### src/rtl/assert_macros.svh
// Assertion macros shared by the RTL. Define ASSERT_OFF to compile them out.
`ifndef ASSERT_MACROS_SVH
`define ASSERT_MACROS_SVH

`ifndef ASSERT_OFF

// The consequent must hold in the same cycle as the antecedent.
`define ASSERT_NOW(lbl, clk, rst_n, ante, cons) \
    lbl: assert property (@(posedge clk) disable iff (!rst_n) (ante) |-> (cons)) \
        else $error("assertion failed");

// The consequent must hold in the cycle after the antecedent.
`define ASSERT_NEXT(lbl, clk, rst_n, ante, cons) \
    lbl: assert property (@(posedge clk) disable iff (!rst_n) (ante) |=> (cons)) \
        else $error("assertion failed");

`else

`define ASSERT_NOW(lbl, clk, rst_n, ante, cons)
`define ASSERT_NEXT(lbl, clk, rst_n, ante, cons)

`endif

`endif

### src/rtl/pdmf_pkg.sv
package pdmf_pkg;

    localparam int CHAN_W   = 16;
    localparam int SAMPLE_W = 8;
    localparam int COUNT_W  = 24;

    // Fade ramp length in frames and its log2; the scale step is a shift.
    localparam int FADE_LENGTH = 256;
    localparam int FADE_SHIFT  = 8;
    localparam int GAIN_W      = FADE_SHIFT + 1;

    localparam int INDEX_W = 2;
    localparam int DATA_W  = COUNT_W;

    localparam logic [INDEX_W-1:0] REG_STEREO_MODE  = 2'd0;
    localparam logic [INDEX_W-1:0] REG_WIDE_SAMPLES = 2'd1;
    localparam logic [INDEX_W-1:0] REG_FRAME_TOTAL  = 2'd2;

    localparam logic [SAMPLE_W-1:0] SILENCE = 8'd128;

    // Per-frame controls captured together with the channel data.
    typedef struct packed {
        logic              stereo;
        logic              wide;
        logic [GAIN_W-1:0] gain;
        logic              last;
    } fade_t;

    // Load enables for the two pipeline registers.
    typedef struct packed {
        logic s1_load;
        logic s2_load;
    } stage_ctrl_t;

endpackage

### src/rtl/pdmf_in_if.sv
interface pdmf_in_if;
    logic                        valid;
    logic                        ready;
    logic [pdmf_pkg::CHAN_W-1:0] first_channel;
    logic [pdmf_pkg::CHAN_W-1:0] second_channel;

    modport source (output valid, output first_channel, output second_channel, input ready);
    modport sink (input valid, input first_channel, input second_channel, output ready);
endinterface

### src/rtl/pdmf_out_if.sv
interface pdmf_out_if;
    logic                          valid;
    logic                          ready;
    logic [pdmf_pkg::SAMPLE_W-1:0] out_sample;
    logic                          last_frame;

    modport source (output valid, output out_sample, output last_frame, input ready);
    modport sink (input valid, input out_sample, input last_frame, output ready);
endinterface

### src/rtl/pdmf_frame_ctrl.sv
`include "assert_macros.svh"

module pdmf_frame_ctrl (
    input  logic                          clk,
    input  logic                          rst_n,
    input  logic                          write_enable,
    input  logic [pdmf_pkg::INDEX_W-1:0]  write_index,
    input  logic [pdmf_pkg::DATA_W-1:0]   write_data,
    input  logic                          advance,
    output pdmf_pkg::fade_t               fade
);

    logic                          stereo_reg;
    logic                          stereo_next;
    logic                          wide_reg;
    logic                          wide_next;
    logic [pdmf_pkg::COUNT_W-1:0]  total_reg;
    logic [pdmf_pkg::COUNT_W-1:0]  total_next;
    logic [pdmf_pkg::COUNT_W-1:0]  index_reg;
    logic [pdmf_pkg::COUNT_W-1:0]  index_next;

    logic [pdmf_pkg::COUNT_W-1:0]  remaining;
    logic [pdmf_pkg::GAIN_W-1:0]   index_clamp;
    logic [pdmf_pkg::GAIN_W-1:0]   remain_clamp;
    logic                          last;

    always_comb
    begin
        stereo_next = stereo_reg;
        wide_next   = wide_reg;
        total_next  = total_reg;
        if (write_enable)
        begin
            case (write_index)
                pdmf_pkg::REG_STEREO_MODE:  stereo_next = write_data[0];
                pdmf_pkg::REG_WIDE_SAMPLES: wide_next   = write_data[0];
                pdmf_pkg::REG_FRAME_TOTAL:  total_next  = write_data[pdmf_pkg::COUNT_W-1:0];
                default:                    ;
            endcase
        end
    end

    // Frames left in the stream; zero once the index has run past a lowered total.
    always_comb
    begin
        if (index_reg < total_reg)
            remaining = total_reg - index_reg;
        else
            remaining = '0;

        if (index_reg >= pdmf_pkg::COUNT_W'(pdmf_pkg::FADE_LENGTH))
            index_clamp = pdmf_pkg::GAIN_W'(pdmf_pkg::FADE_LENGTH);
        else
            index_clamp = index_reg[pdmf_pkg::GAIN_W-1:0];

        if (remaining >= pdmf_pkg::COUNT_W'(pdmf_pkg::FADE_LENGTH))
            remain_clamp = pdmf_pkg::GAIN_W'(pdmf_pkg::FADE_LENGTH);
        else
            remain_clamp = remaining[pdmf_pkg::GAIN_W-1:0];

        last = ({1'b0, index_reg} + 25'd1) >= {1'b0, total_reg};

        fade.stereo = stereo_reg;
        fade.wide   = wide_reg;
        fade.gain   = (index_clamp < remain_clamp) ? index_clamp : remain_clamp;
        fade.last   = last;
    end

    always_comb
    begin
        index_next = index_reg;
        if (advance)
        begin
            if (last)
                index_next = '0;
            else
                index_next = index_reg + 24'd1;
        end
    end

    always_ff @(posedge clk or negedge rst_n)
    begin
        if (!rst_n)
        begin
            stereo_reg <= 1'b0;
            wide_reg   <= 1'b0;
            total_reg  <= 24'd1;
            index_reg  <= '0;
        end
        else
        begin
            stereo_reg <= stereo_next;
            wide_reg   <= wide_next;
            total_reg  <= total_next;
            index_reg  <= index_next;
        end
    end

    `ASSERT_NEXT(a_wrap_to_zero, clk, rst_n, advance && last, index_reg == '0)
    `ASSERT_NEXT(a_count_up, clk, rst_n, advance && !last, index_reg == $past(index_reg) + 24'd1)
    `ASSERT_NEXT(a_total_write, clk, rst_n, write_enable && write_index == pdmf_pkg::REG_FRAME_TOTAL, total_reg == $past(write_data[pdmf_pkg::COUNT_W-1:0]))

endmodule

### src/rtl/pdmf_sample_path.sv
module pdmf_sample_path (
    input  logic                           clk,
    input  pdmf_pkg::stage_ctrl_t          stage,
    input  logic [pdmf_pkg::CHAN_W-1:0]    first_channel,
    input  logic [pdmf_pkg::CHAN_W-1:0]    second_channel,
    input  pdmf_pkg::fade_t                fade,
    output logic [pdmf_pkg::SAMPLE_W-1:0]  out_sample,
    output logic                           last_frame
);

    logic [pdmf_pkg::CHAN_W-1:0]    first_reg;
    logic [pdmf_pkg::CHAN_W-1:0]    second_reg;
    pdmf_pkg::fade_t                fade_reg;
    logic [pdmf_pkg::SAMPLE_W-1:0]  sample_reg;
    logic [pdmf_pkg::SAMPLE_W-1:0]  sample_next;
    logic                           last_reg;

    logic signed [16:0]  wide_sum;
    logic signed [16:0]  wide_half;
    logic [8:0]          narrow_sum;
    logic [7:0]          decoded;
    logic signed [8:0]   centred;
    logic signed [8:0]   gain_s;
    logic signed [17:0]  product;
    logic signed [17:0]  rounded;
    logic [7:0]          scaled;

    always_comb
    begin
        wide_sum   = 17'(signed'(first_reg)) + 17'(signed'(second_reg));
        // The arithmetic shift rounds down, so a negative sum is bumped up by one first to truncate toward zero.
        if (fade_reg.stereo)
            wide_half = (wide_sum + 17'(wide_sum[16])) >>> 1;
        else
            wide_half = 17'(signed'(first_reg));

        narrow_sum = {1'b0, first_reg[7:0]} + {1'b0, second_reg[7:0]};

        // The high byte of a 16-bit value plus 128 is that byte with its sign bit flipped.
        if (fade_reg.wide)
            decoded = {~wide_half[15], wide_half[14:8]};
        else if (fade_reg.stereo)
            decoded = narrow_sum[8:1];
        else
            decoded = first_reg[7:0];

        centred = signed'({1'b0, decoded}) - 9'sd128;
        gain_s  = signed'(fade_reg.gain);
        product = centred * gain_s;
        rounded = product + (product[17] ? 18'sd255 : 18'sd0);
        scaled  = 8'(rounded >>> pdmf_pkg::FADE_SHIFT);

        if (fade_reg.gain[pdmf_pkg::GAIN_W-1])
            sample_next = decoded;
        else
            sample_next = pdmf_pkg::SILENCE + scaled;
    end

    always_ff @(posedge clk)
    begin
        if (stage.s1_load)
        begin
            first_reg  <= first_channel;
            second_reg <= second_channel;
            fade_reg   <= fade;
        end
        if (stage.s2_load)
        begin
            sample_reg <= sample_next;
            last_reg   <= fade_reg.last;
        end
    end

    assign out_sample = sample_reg;
    assign last_frame = last_reg;

endmodule

### src/rtl/pcm_downmix_fade_8bit.sv
// An accepted frame is captured in the first pipeline register, moves on to the
// result register when that one is free or draining, and its sample transfers from there.
// Throughput: one frame per cycle; the input stalls only when both pipeline
// registers are full and the sink holds ready low.
// Reset (rst_n, asynchronous, active low) empties the pipeline, clears the
// frame counter and sets mono, 8-bit samples and a stream length of one frame.
`include "assert_macros.svh"

module pcm_downmix_fade_8bit (
    input  logic                          clk,
    input  logic                          rst_n,
    pdmf_in_if.sink                       frame,
    pdmf_out_if.source                    sample,
    input  logic                          write_enable,
    input  logic [pdmf_pkg::INDEX_W-1:0]  write_index,
    input  logic [pdmf_pkg::DATA_W-1:0]   write_data
);

    logic                   s1_valid_reg;
    logic                   s1_valid_next;
    logic                   s2_valid_reg;
    logic                   s2_valid_next;
    logic                   s2_ready;
    logic                   s1_ready;
    logic                   accept;
    pdmf_pkg::stage_ctrl_t  stage;
    pdmf_pkg::fade_t        fade;

    always_comb
    begin
        s2_ready      = !s2_valid_reg || sample.ready;
        s1_ready      = !s1_valid_reg || s2_ready;
        accept        = frame.valid && s1_ready;
        stage.s1_load = accept;
        stage.s2_load = s1_valid_reg && s2_ready;

        s1_valid_next = s1_valid_reg;
        if (s1_ready)
            s1_valid_next = frame.valid;

        s2_valid_next = s2_valid_reg;
        if (s2_ready)
            s2_valid_next = s1_valid_reg;
    end

    always_ff @(posedge clk or negedge rst_n)
    begin
        if (!rst_n)
        begin
            s1_valid_reg <= 1'b0;
            s2_valid_reg <= 1'b0;
        end
        else
        begin
            s1_valid_reg <= s1_valid_next;
            s2_valid_reg <= s2_valid_next;
        end
    end

    assign frame.ready  = s1_ready;
    assign sample.valid = s2_valid_reg;

    pdmf_frame_ctrl u_frame_ctrl (
        .clk          (clk),
        .rst_n        (rst_n),
        .write_enable (write_enable),
        .write_index  (write_index),
        .write_data   (write_data),
        .advance      (accept),
        .fade         (fade)
    );

    pdmf_sample_path u_sample_path (
        .clk            (clk),
        .stage          (stage),
        .first_channel  (frame.first_channel),
        .second_channel (frame.second_channel),
        .fade           (fade),
        .out_sample     (sample.out_sample),
        .last_frame     (sample.last_frame)
    );

    `ASSERT_NEXT(a_s1_held, clk, rst_n, s1_valid_reg && !s2_ready, s1_valid_reg)
    `ASSERT_NEXT(a_s2_filled, clk, rst_n, stage.s2_load, s2_valid_reg)
    `ASSERT_NOW(a_empty_ready, clk, rst_n, !s1_valid_reg && !s2_valid_reg, frame.ready)

endmodule
### src/flat_wrapper.sv
// flat-port wrapper written by rule: the top's interface ports become plain ports
module pcm_downmix_fade_8bit_flat 
  (clk, rst_n, write_enable, write_index, write_data, frame_valid, frame_first_channel, frame_second_channel, frame_ready, sample_valid, sample_out_sample, sample_last_frame, sample_ready);
  pdmf_in_if frame_i ();
  pdmf_out_if sample_i ();
  input  logic clk;
  input  logic rst_n;
  input  logic write_enable;
  input  logic [pdmf_pkg::INDEX_W-1:0] write_index;
  input  logic [pdmf_pkg::DATA_W-1:0] write_data;
  input wire logic [$bits(frame_i.valid)-1:0] frame_valid;
  input wire logic [$bits(frame_i.first_channel)-1:0] frame_first_channel;
  input wire logic [$bits(frame_i.second_channel)-1:0] frame_second_channel;
  output wire logic [$bits(frame_i.ready)-1:0] frame_ready;
  output wire logic [$bits(sample_i.valid)-1:0] sample_valid;
  output wire logic [$bits(sample_i.out_sample)-1:0] sample_out_sample;
  output wire logic [$bits(sample_i.last_frame)-1:0] sample_last_frame;
  input wire logic [$bits(sample_i.ready)-1:0] sample_ready;
  assign frame_i.valid = frame_valid;
  assign frame_i.first_channel = frame_first_channel;
  assign frame_i.second_channel = frame_second_channel;
  assign frame_ready = frame_i.ready;
  assign sample_valid = sample_i.valid;
  assign sample_out_sample = sample_i.out_sample;
  assign sample_last_frame = sample_i.last_frame;
  assign sample_i.ready = sample_ready;
  pcm_downmix_fade_8bit u_core (.clk(clk), .rst_n(rst_n), .frame(frame_i), .sample(sample_i), .write_enable(write_enable), .write_index(write_index), .write_data(write_data));
endmodule
### config.mk
export PLATFORM = sky130hd
export DESIGN_NAME = pcm_downmix_fade_8bit_flat
export DESIGN_NICKNAME = d
export VERILOG_FILES = /design/src/rtl/pdmf_pkg.sv /design/src/rtl/pdmf_in_if.sv /design/src/rtl/pdmf_out_if.sv /design/src/rtl/pdmf_frame_ctrl.sv /design/src/rtl/pdmf_sample_path.sv /design/src/rtl/pcm_downmix_fade_8bit.sv /design/src/flat_wrapper.sv
export VERILOG_INCLUDE_DIRS = /design/src /design/src/rtl
export SDC_FILE = /design/constraint.sdc
export NUM_CORES = 1
export LEC_CHECK = 0
export BUFFER_PORTS_ARGS = -buffer_cell sky130_fd_sc_hd__buf_2
export CAP_MARGIN = 30
export CORE_ASPECT_RATIO = 1.2
export CORE_UTILIZATION = 45
export CTS_CLUSTER_SIZE = 12
export DETAILED_ROUTE_END_ITERATION = 8
export GPL_TIMING_DRIVEN = 0
export SYNTH_ARGS = -nofsm -noshare
export SYNTH_HDL_FRONTEND = slang
export SYNTH_SLANG_ARGS = --single-unit
### constraint.sdc
create_clock -name clk -period 13.19 [get_ports clk]
set_input_delay 1.9785 -clock clk [delete_from_list [all_inputs] [get_ports clk]]
set_output_delay 1.9785 -clock clk [all_outputs]
set_load 0.02 [all_outputs]
**After elaboration in Yosys (flattened, before gate mapping)**

Cells that the tools add are included.

- Register bits: 105
- Latch bits: 0
- Bits in writable memories: 0
- Memory bits (read-only): 0
- Input port bits: 63
- Output and inout bits: 11
- Logic and storage cells: 52
- Memories: 0

- Add/sub/neg operators: 9
- $mul: 1
- Div/mod/pow operators: 0
- Magnitude comparators: 5
- Eq/ne operators: 2
- Shift-type cells: 0
- Multiplexer cells: 10
- Bitwise gates (word level): 1
- Reductions and logical operators: 10

Operators by type and width:

| kind | number |
|---|---|
| 24-bit by 9-bit greater-or-equal comparator with 1-bit output (second input constant) | 2 |
| 24-bit two-way mux | 2 |
| 8-bit two-way mux | 4 |
| 9-bit two-way mux | 3 |
| 24-bit by 1-bit adder with 25-bit output (second input constant) | 1 |
| 25-bit by 24-bit greater-or-equal comparator with 1-bit output | 1 |
| 24-bit by 1-bit adder with 24-bit output (second input constant) | 1 |
| 24-bit less-than comparator | 1 |
| 24-bit subtractor | 1 |
| 9-bit by 9-bit multiplier with 18-bit output | 1 |
| 16-bit by 16-bit adder with 17-bit output | 1 |
| 17-bit by 1-bit adder with 17-bit output | 1 |
| 16-bit by 9-bit adder with 16-bit output | 1 |
| 16-bit two-way mux | 1 |
| 8-bit by 8-bit adder with 9-bit output | 1 |
| 9-bit less-than comparator | 1 |
| 8-bit by 8-bit subtractor with 9-bit output (second input constant) | 1 |
| 8-bit adder (first input constant) | 1 |
| 2-bit AND reduction | 3 |
| 2-bit by 1-bit == test with 1-bit output (second input constant) | 1 |
| 2-bit == test (second input constant) | 1 |
| 1-bit logical AND | 2 |
| 1-bit logical NOT | 2 |
| 2-bit logical NOT | 1 |
| other kinds (2) | 3 |

**Depth between registers and ports, before layout**

- Depth in word-level cells: 11
- Gate-level depth with buffers: 39

**Hierarchy**

Synthesis repeated with hierarchy kept, for this count alone.

- Cells, all modules: 1224
- Area, all modules: 11327.1 um^2

By module, submodules not included:

| module | instances | cells an instance | area an instance (um^2) | seq. area each (um^2) |
|---|---|---|---|---|
| pdmf_sample_path | 1 | 606 | 6214.7 | 1591.5 |
| pdmf_frame_ctrl | 1 | 610 | 5008.6 | 1252.5 |
| pcm_downmix_fade_8bit | 1 | 8 | 103.8 | 50.0 |

**Worst setup path before layout**

Ideal clock, no wire load.

- Kind: register to register
- Start point: reg u_core.u_sample_path.first_reg[0] (netlist name)
- End point: reg u_core.u_sample_path.sample_reg (netlist bit u_core.u_sample_path.out_sample[1]) (data pin)
- Arrival time: 9058 ps
- Data required time: 12930 ps
- Setup slack: 3872 ps
- Stages on the path, launching flop included: 34
- Buffers on the path: 0
- Path through: edfxtp_1 > ha_1 > inv_1 > fa_1 > or4b_4 > a2111oi_4 > nand4_2 > nor4_4 > or3b_4 > nor3_2 > xnor2_1 > mux4_2 > and2_1 > fa_1 > inv_1 > fa_1 > inv_1 > fa_1 > fa_1 > fa_1 > ha_1 > a211oi_1 > o21a_1 > o21ai_1 > a31o_1 > a211oi_1 > nor2_1 > inv_1 > ha_1 > a21oi_1 > nand4b_1 > o2111ai_1 > xnor2_1 > mux2_2

- Cells in the longest elaborated chain, start to end: 11
- Elaborated cells between the ends (all ways): 13
- Those cells by class: add/sub (6); mul (1); mux (5); bitwise (1)

RTL lines:

| item | RTL line | RTL |
|---|---|---|
| from (decl) | pdmf_sample_path.sv:11 | `logic [pdmf_pkg::CHAN_W-1:0] first_reg;` |
| from (signal assigned) | pdmf_sample_path.sv:63 | `first_reg <= first_channel;` |
| 16-bit by 16-bit adder with 17-bit output | pdmf_sample_path.sv:30 | `wide_sum = 17'(signed'(first_reg)) + 17'(signed'(second_reg));` |
| 17-bit by 1-bit adder with 17-bit output | pdmf_sample_path.sv:33 | `wide_half = (wide_sum + 17'(wide_sum[16])) >>> 1;` |
| 16-bit two-way mux | pdmf_sample_path.sv:32 | `if (fade_reg.stereo)` |
| 1-bit NOT | pdmf_sample_path.sv:41 | `decoded = {~wide_half[15], wide_half[14:8]};` |
| 8-bit two-way mux * | pdmf_sample_path.sv:40 | `if (fade_reg.wide)` |
| 8-bit by 8-bit subtractor with 9-bit output | pdmf_sample_path.sv:47 | `centred = signed'({1'b0, decoded}) - 9'sd128;` |
| 9-bit by 9-bit multiplier with 18-bit output | pdmf_sample_path.sv:49 | `product = centred * gain_s;` |
| 8-bit two-way mux | pdmf_sample_path.sv:50 | `rounded = product + (product[17] ? 18'sd255 : 18'sd0);` |
| 16-bit by 9-bit adder with 16-bit output | pdmf_sample_path.sv:50 |  |
| 8-bit adder | pdmf_sample_path.sv:56 | `sample_next = pdmf_pkg::SILENCE + scaled;` |
| 8-bit two-way mux * | pdmf_sample_path.sv:53 | `if (fade_reg.gain[pdmf_pkg::GAIN_W-1])` |
| via u_core.u_sample_path.sample_next (one bit) | pdmf_sample_path.sv:15 | `logic [pdmf_pkg::SAMPLE_W-1:0] sample_next;` |
| to (signal assigned) | pdmf_sample_path.sv:69 | `sample_reg <= sample_next;` |
| to (decl) | pdmf_sample_path.sv:14 | `logic [pdmf_pkg::SAMPLE_W-1:0] sample_reg;` |

Mark *: on every way through the listed nets, which the timed path passes. The rest lies on a longest branch.
A chain may end at the register's enable or synchronous reset.

**Final worst setup path**

Same ends and word-level chain as after synthesis.

==> metrics.txt <==
status=completed; crit end category=flip-flop; CTS tree=yes; cts bufs inserted=9; CP Data Required Time=13.31 ns; placed cell area=11900 sq um; Seq/Total Area, Yosys=0.2609; hold slack=0.4597 ns; vias per cell=5.535; critical path startpoint=u_core.u_sample_path.first_reg[0]; Slew Limit Fails=0; HP Start=u_core.u_frame_ctrl.wide_reg; worst hold stages=0; share of the synthesized area in the top cell type=0.1435; Distinct cells, synth=78; clk_skew=0.01583 ns; Worst EP arrival=11.18 ns; Setup-failing EPs final=0; Post CTS Setup Buffer Count=0; initial core utilization=0.4613; f_max=90.41 MHz; most frequent cells after synthesis=inv_1, ha_1, nand2_1, fa_1, a21oi_1; via count=8906; height of the die=174.0 microns; reg2reg start=u_core.u_sample_path.first_reg[0]; final period utilization=0.8385; final hold vios=0; nets@finish=1529; Setup crit start kind=flip-flop; count leader, synth=inv_1; P&R area growth vs syn=9.959%; Area contributors post-synth=edfxtp_1, ha_1, fa_1, dfrtp_1, inv_1; asr flop ratio synth=0.4952; Slew HR=0.3252; syn_area_per_cell=9.260 sq um; setup ws final=2.130 ns; number of enable flip-flop cells after synthesis=53; H-tree depth=3; r2r setup slk=2.13 ns; Synth area leader=edfxtp_1; Die Wd=145.3 microns; Clock Path Buffers=2; worst r2r path cells=36; First-pass DRT Iterations=6; Gate Count Post-Synth=1198; vias in the first global route=9188; # DRC=0; Mapped Area=11090 sq um; GP Congestion=0.9332; Slew @ Worst Pin=1.012 ns; Critical Path Fanout Max=10; fillers=2279; Clock transition at path regs=0.09 ns; Register Area=2894 sq um; TNS Setup=0 ns; Sink Count=105; fin crit period=11.06 ns; Post-synth top flop=edfxtp_1; Synth Warn #=0; Die ar.=25290 sq um; share of cells above drive strength 1=0.1117; Hold Crit Class=reg -> reg; IO Port Bufs=73; DP HPWL=23020 microns; first-pass GRT wire length=46620 microns; multi-input logic area=7507 sq um; num ports=74; drt wl/cell=17.44 microns; CTS Root Cell=clkbuf_16; largest net degree at the start of global routing=41; Antenna Violating Nets Remaining=0; hold buffers post-CTS=0; Overflow after GRT=0; initial antenna violation count=0; post-cts resize count=0; RSZ-0062 raised after global routing=no; Setup CP Type=reg -> reg; Max Cap Viol=0; All-Layer GR Usage=0.2324; Iteration-0 DRC Markers=394; Yosys reg bits=105; core area=24050 sq um; clk_lat worst skew=0.37 ns; Total Wirelength=28070 microns; diodes inserted=0; Worst path max stage delay=0.59 ns; final std cell area, no fill=12200 sq um; Crit-path slowest cell=a211oi_1; Place WS=2.103 ns; Rows=62; syn_nets=1443
-- cells by family after synthesis --
group | after synthesis | share of synthesized area
AO/OA/AOI/OAI | 240 | 0.1439
flip-flops | 105 | 0.2609
multiplexers | 54 | 0.05357
adder cells (fa/ha/maj) | 182 | 0.2513
buffers and inverters | 182 | 0.06237
AND/OR/NAND/NOR | 372 | 0.1782
XOR/XNOR | 63 | 0.04974
-- through the flow --
step,utilization,cells
after global placement,0.4931,1591
after floorplan,-,1198
after detailed placement,0.4948,1593
after global routing,0.5072,1609
final,0.5072,1609
after CTS,0.5072,1609
-- layout make-up --
type | instances | area share
well taps | 320 | 0.03282
clock buffers | 9 | 0.01846
flip-flops and latches | 105 | 0.2373
inverters | 155 | 0.04770
clock inverters | 7 | 0.005949
repair buffers | 75 | 0.03323
plain buffers | 27 | 0.009129
multi-input cells | 911 | 0.6155
-- cells in the final DEF, fill, tap and decap left out, types with 13 or more instances in the layout --
master,synthesis,final
fa_1,68,68
nor2b_1,28,28
inv_1,151,151
and2_1,37,37
edfxtp_1,53,53
o22ai_1,21,21
dfrtp_1,51,51
o21ai_1,13,13
a21oi_1,57,57
a21o_1,13,13
clkbuf_1,23,23
mux2_2,30,30
o21a_1,18,18
buf_2,1,75
nand4_1,17,17
ha_1,114,114
nor3_1,24,24
xor2_1,17,17
nand2_1,109,109
xnor2_1,46,46
mux2i_1,20,20
nor4_1,15,15
nor2_1,49,49
o21ai_0,31,31
nand2b_1,22,22
a211oi_1,13,13
o211ai_1,17,17
nand3_1,20,20
-- worst max-delay path: cells and delay by family (launching register included) --
family	cells	cell delay, ns
and+or+nand+nor	9	2.00
DFF	1	0.43
AOI/OAI and AO/OA	10	3.63
adders and majority gates	9	3.57
muxes	1	0.28
xor gates and xnor gates	1	0.09
buffers and inverters	6	0.79
-- metal layers --
metal | track usage | vias to the layer above | share of wire
met2 | 0.4319 | 172 | 0.52
li1 | - | 4386 | -
met3 | 0.01916 | 51 | 0.023
met4 | 0.08728 | 0 | 0.027
met5 | 0 | - | 0
met1 | 0.2774 | 4297 | 0.43
-- final timing paths --
kind / endpoint
max: u_core.u_sample_path.out_sample[1]
min: u_core.u_sample_path.fade_reg[10]
max reg2reg: u_core.u_sample_path.out_sample[1]
min reg2reg: u_core.u_sample_path.fade_reg[10]
max in group asynchronous: u_core.u_frame_ctrl.total_reg[0]
min in group asynchronous: u_core.u_frame_ctrl.total_reg[22]
Power is left out: the tool's default activity adds up to more than one toggle a clock period on the data nets, which glitch-free logic cannot reach.
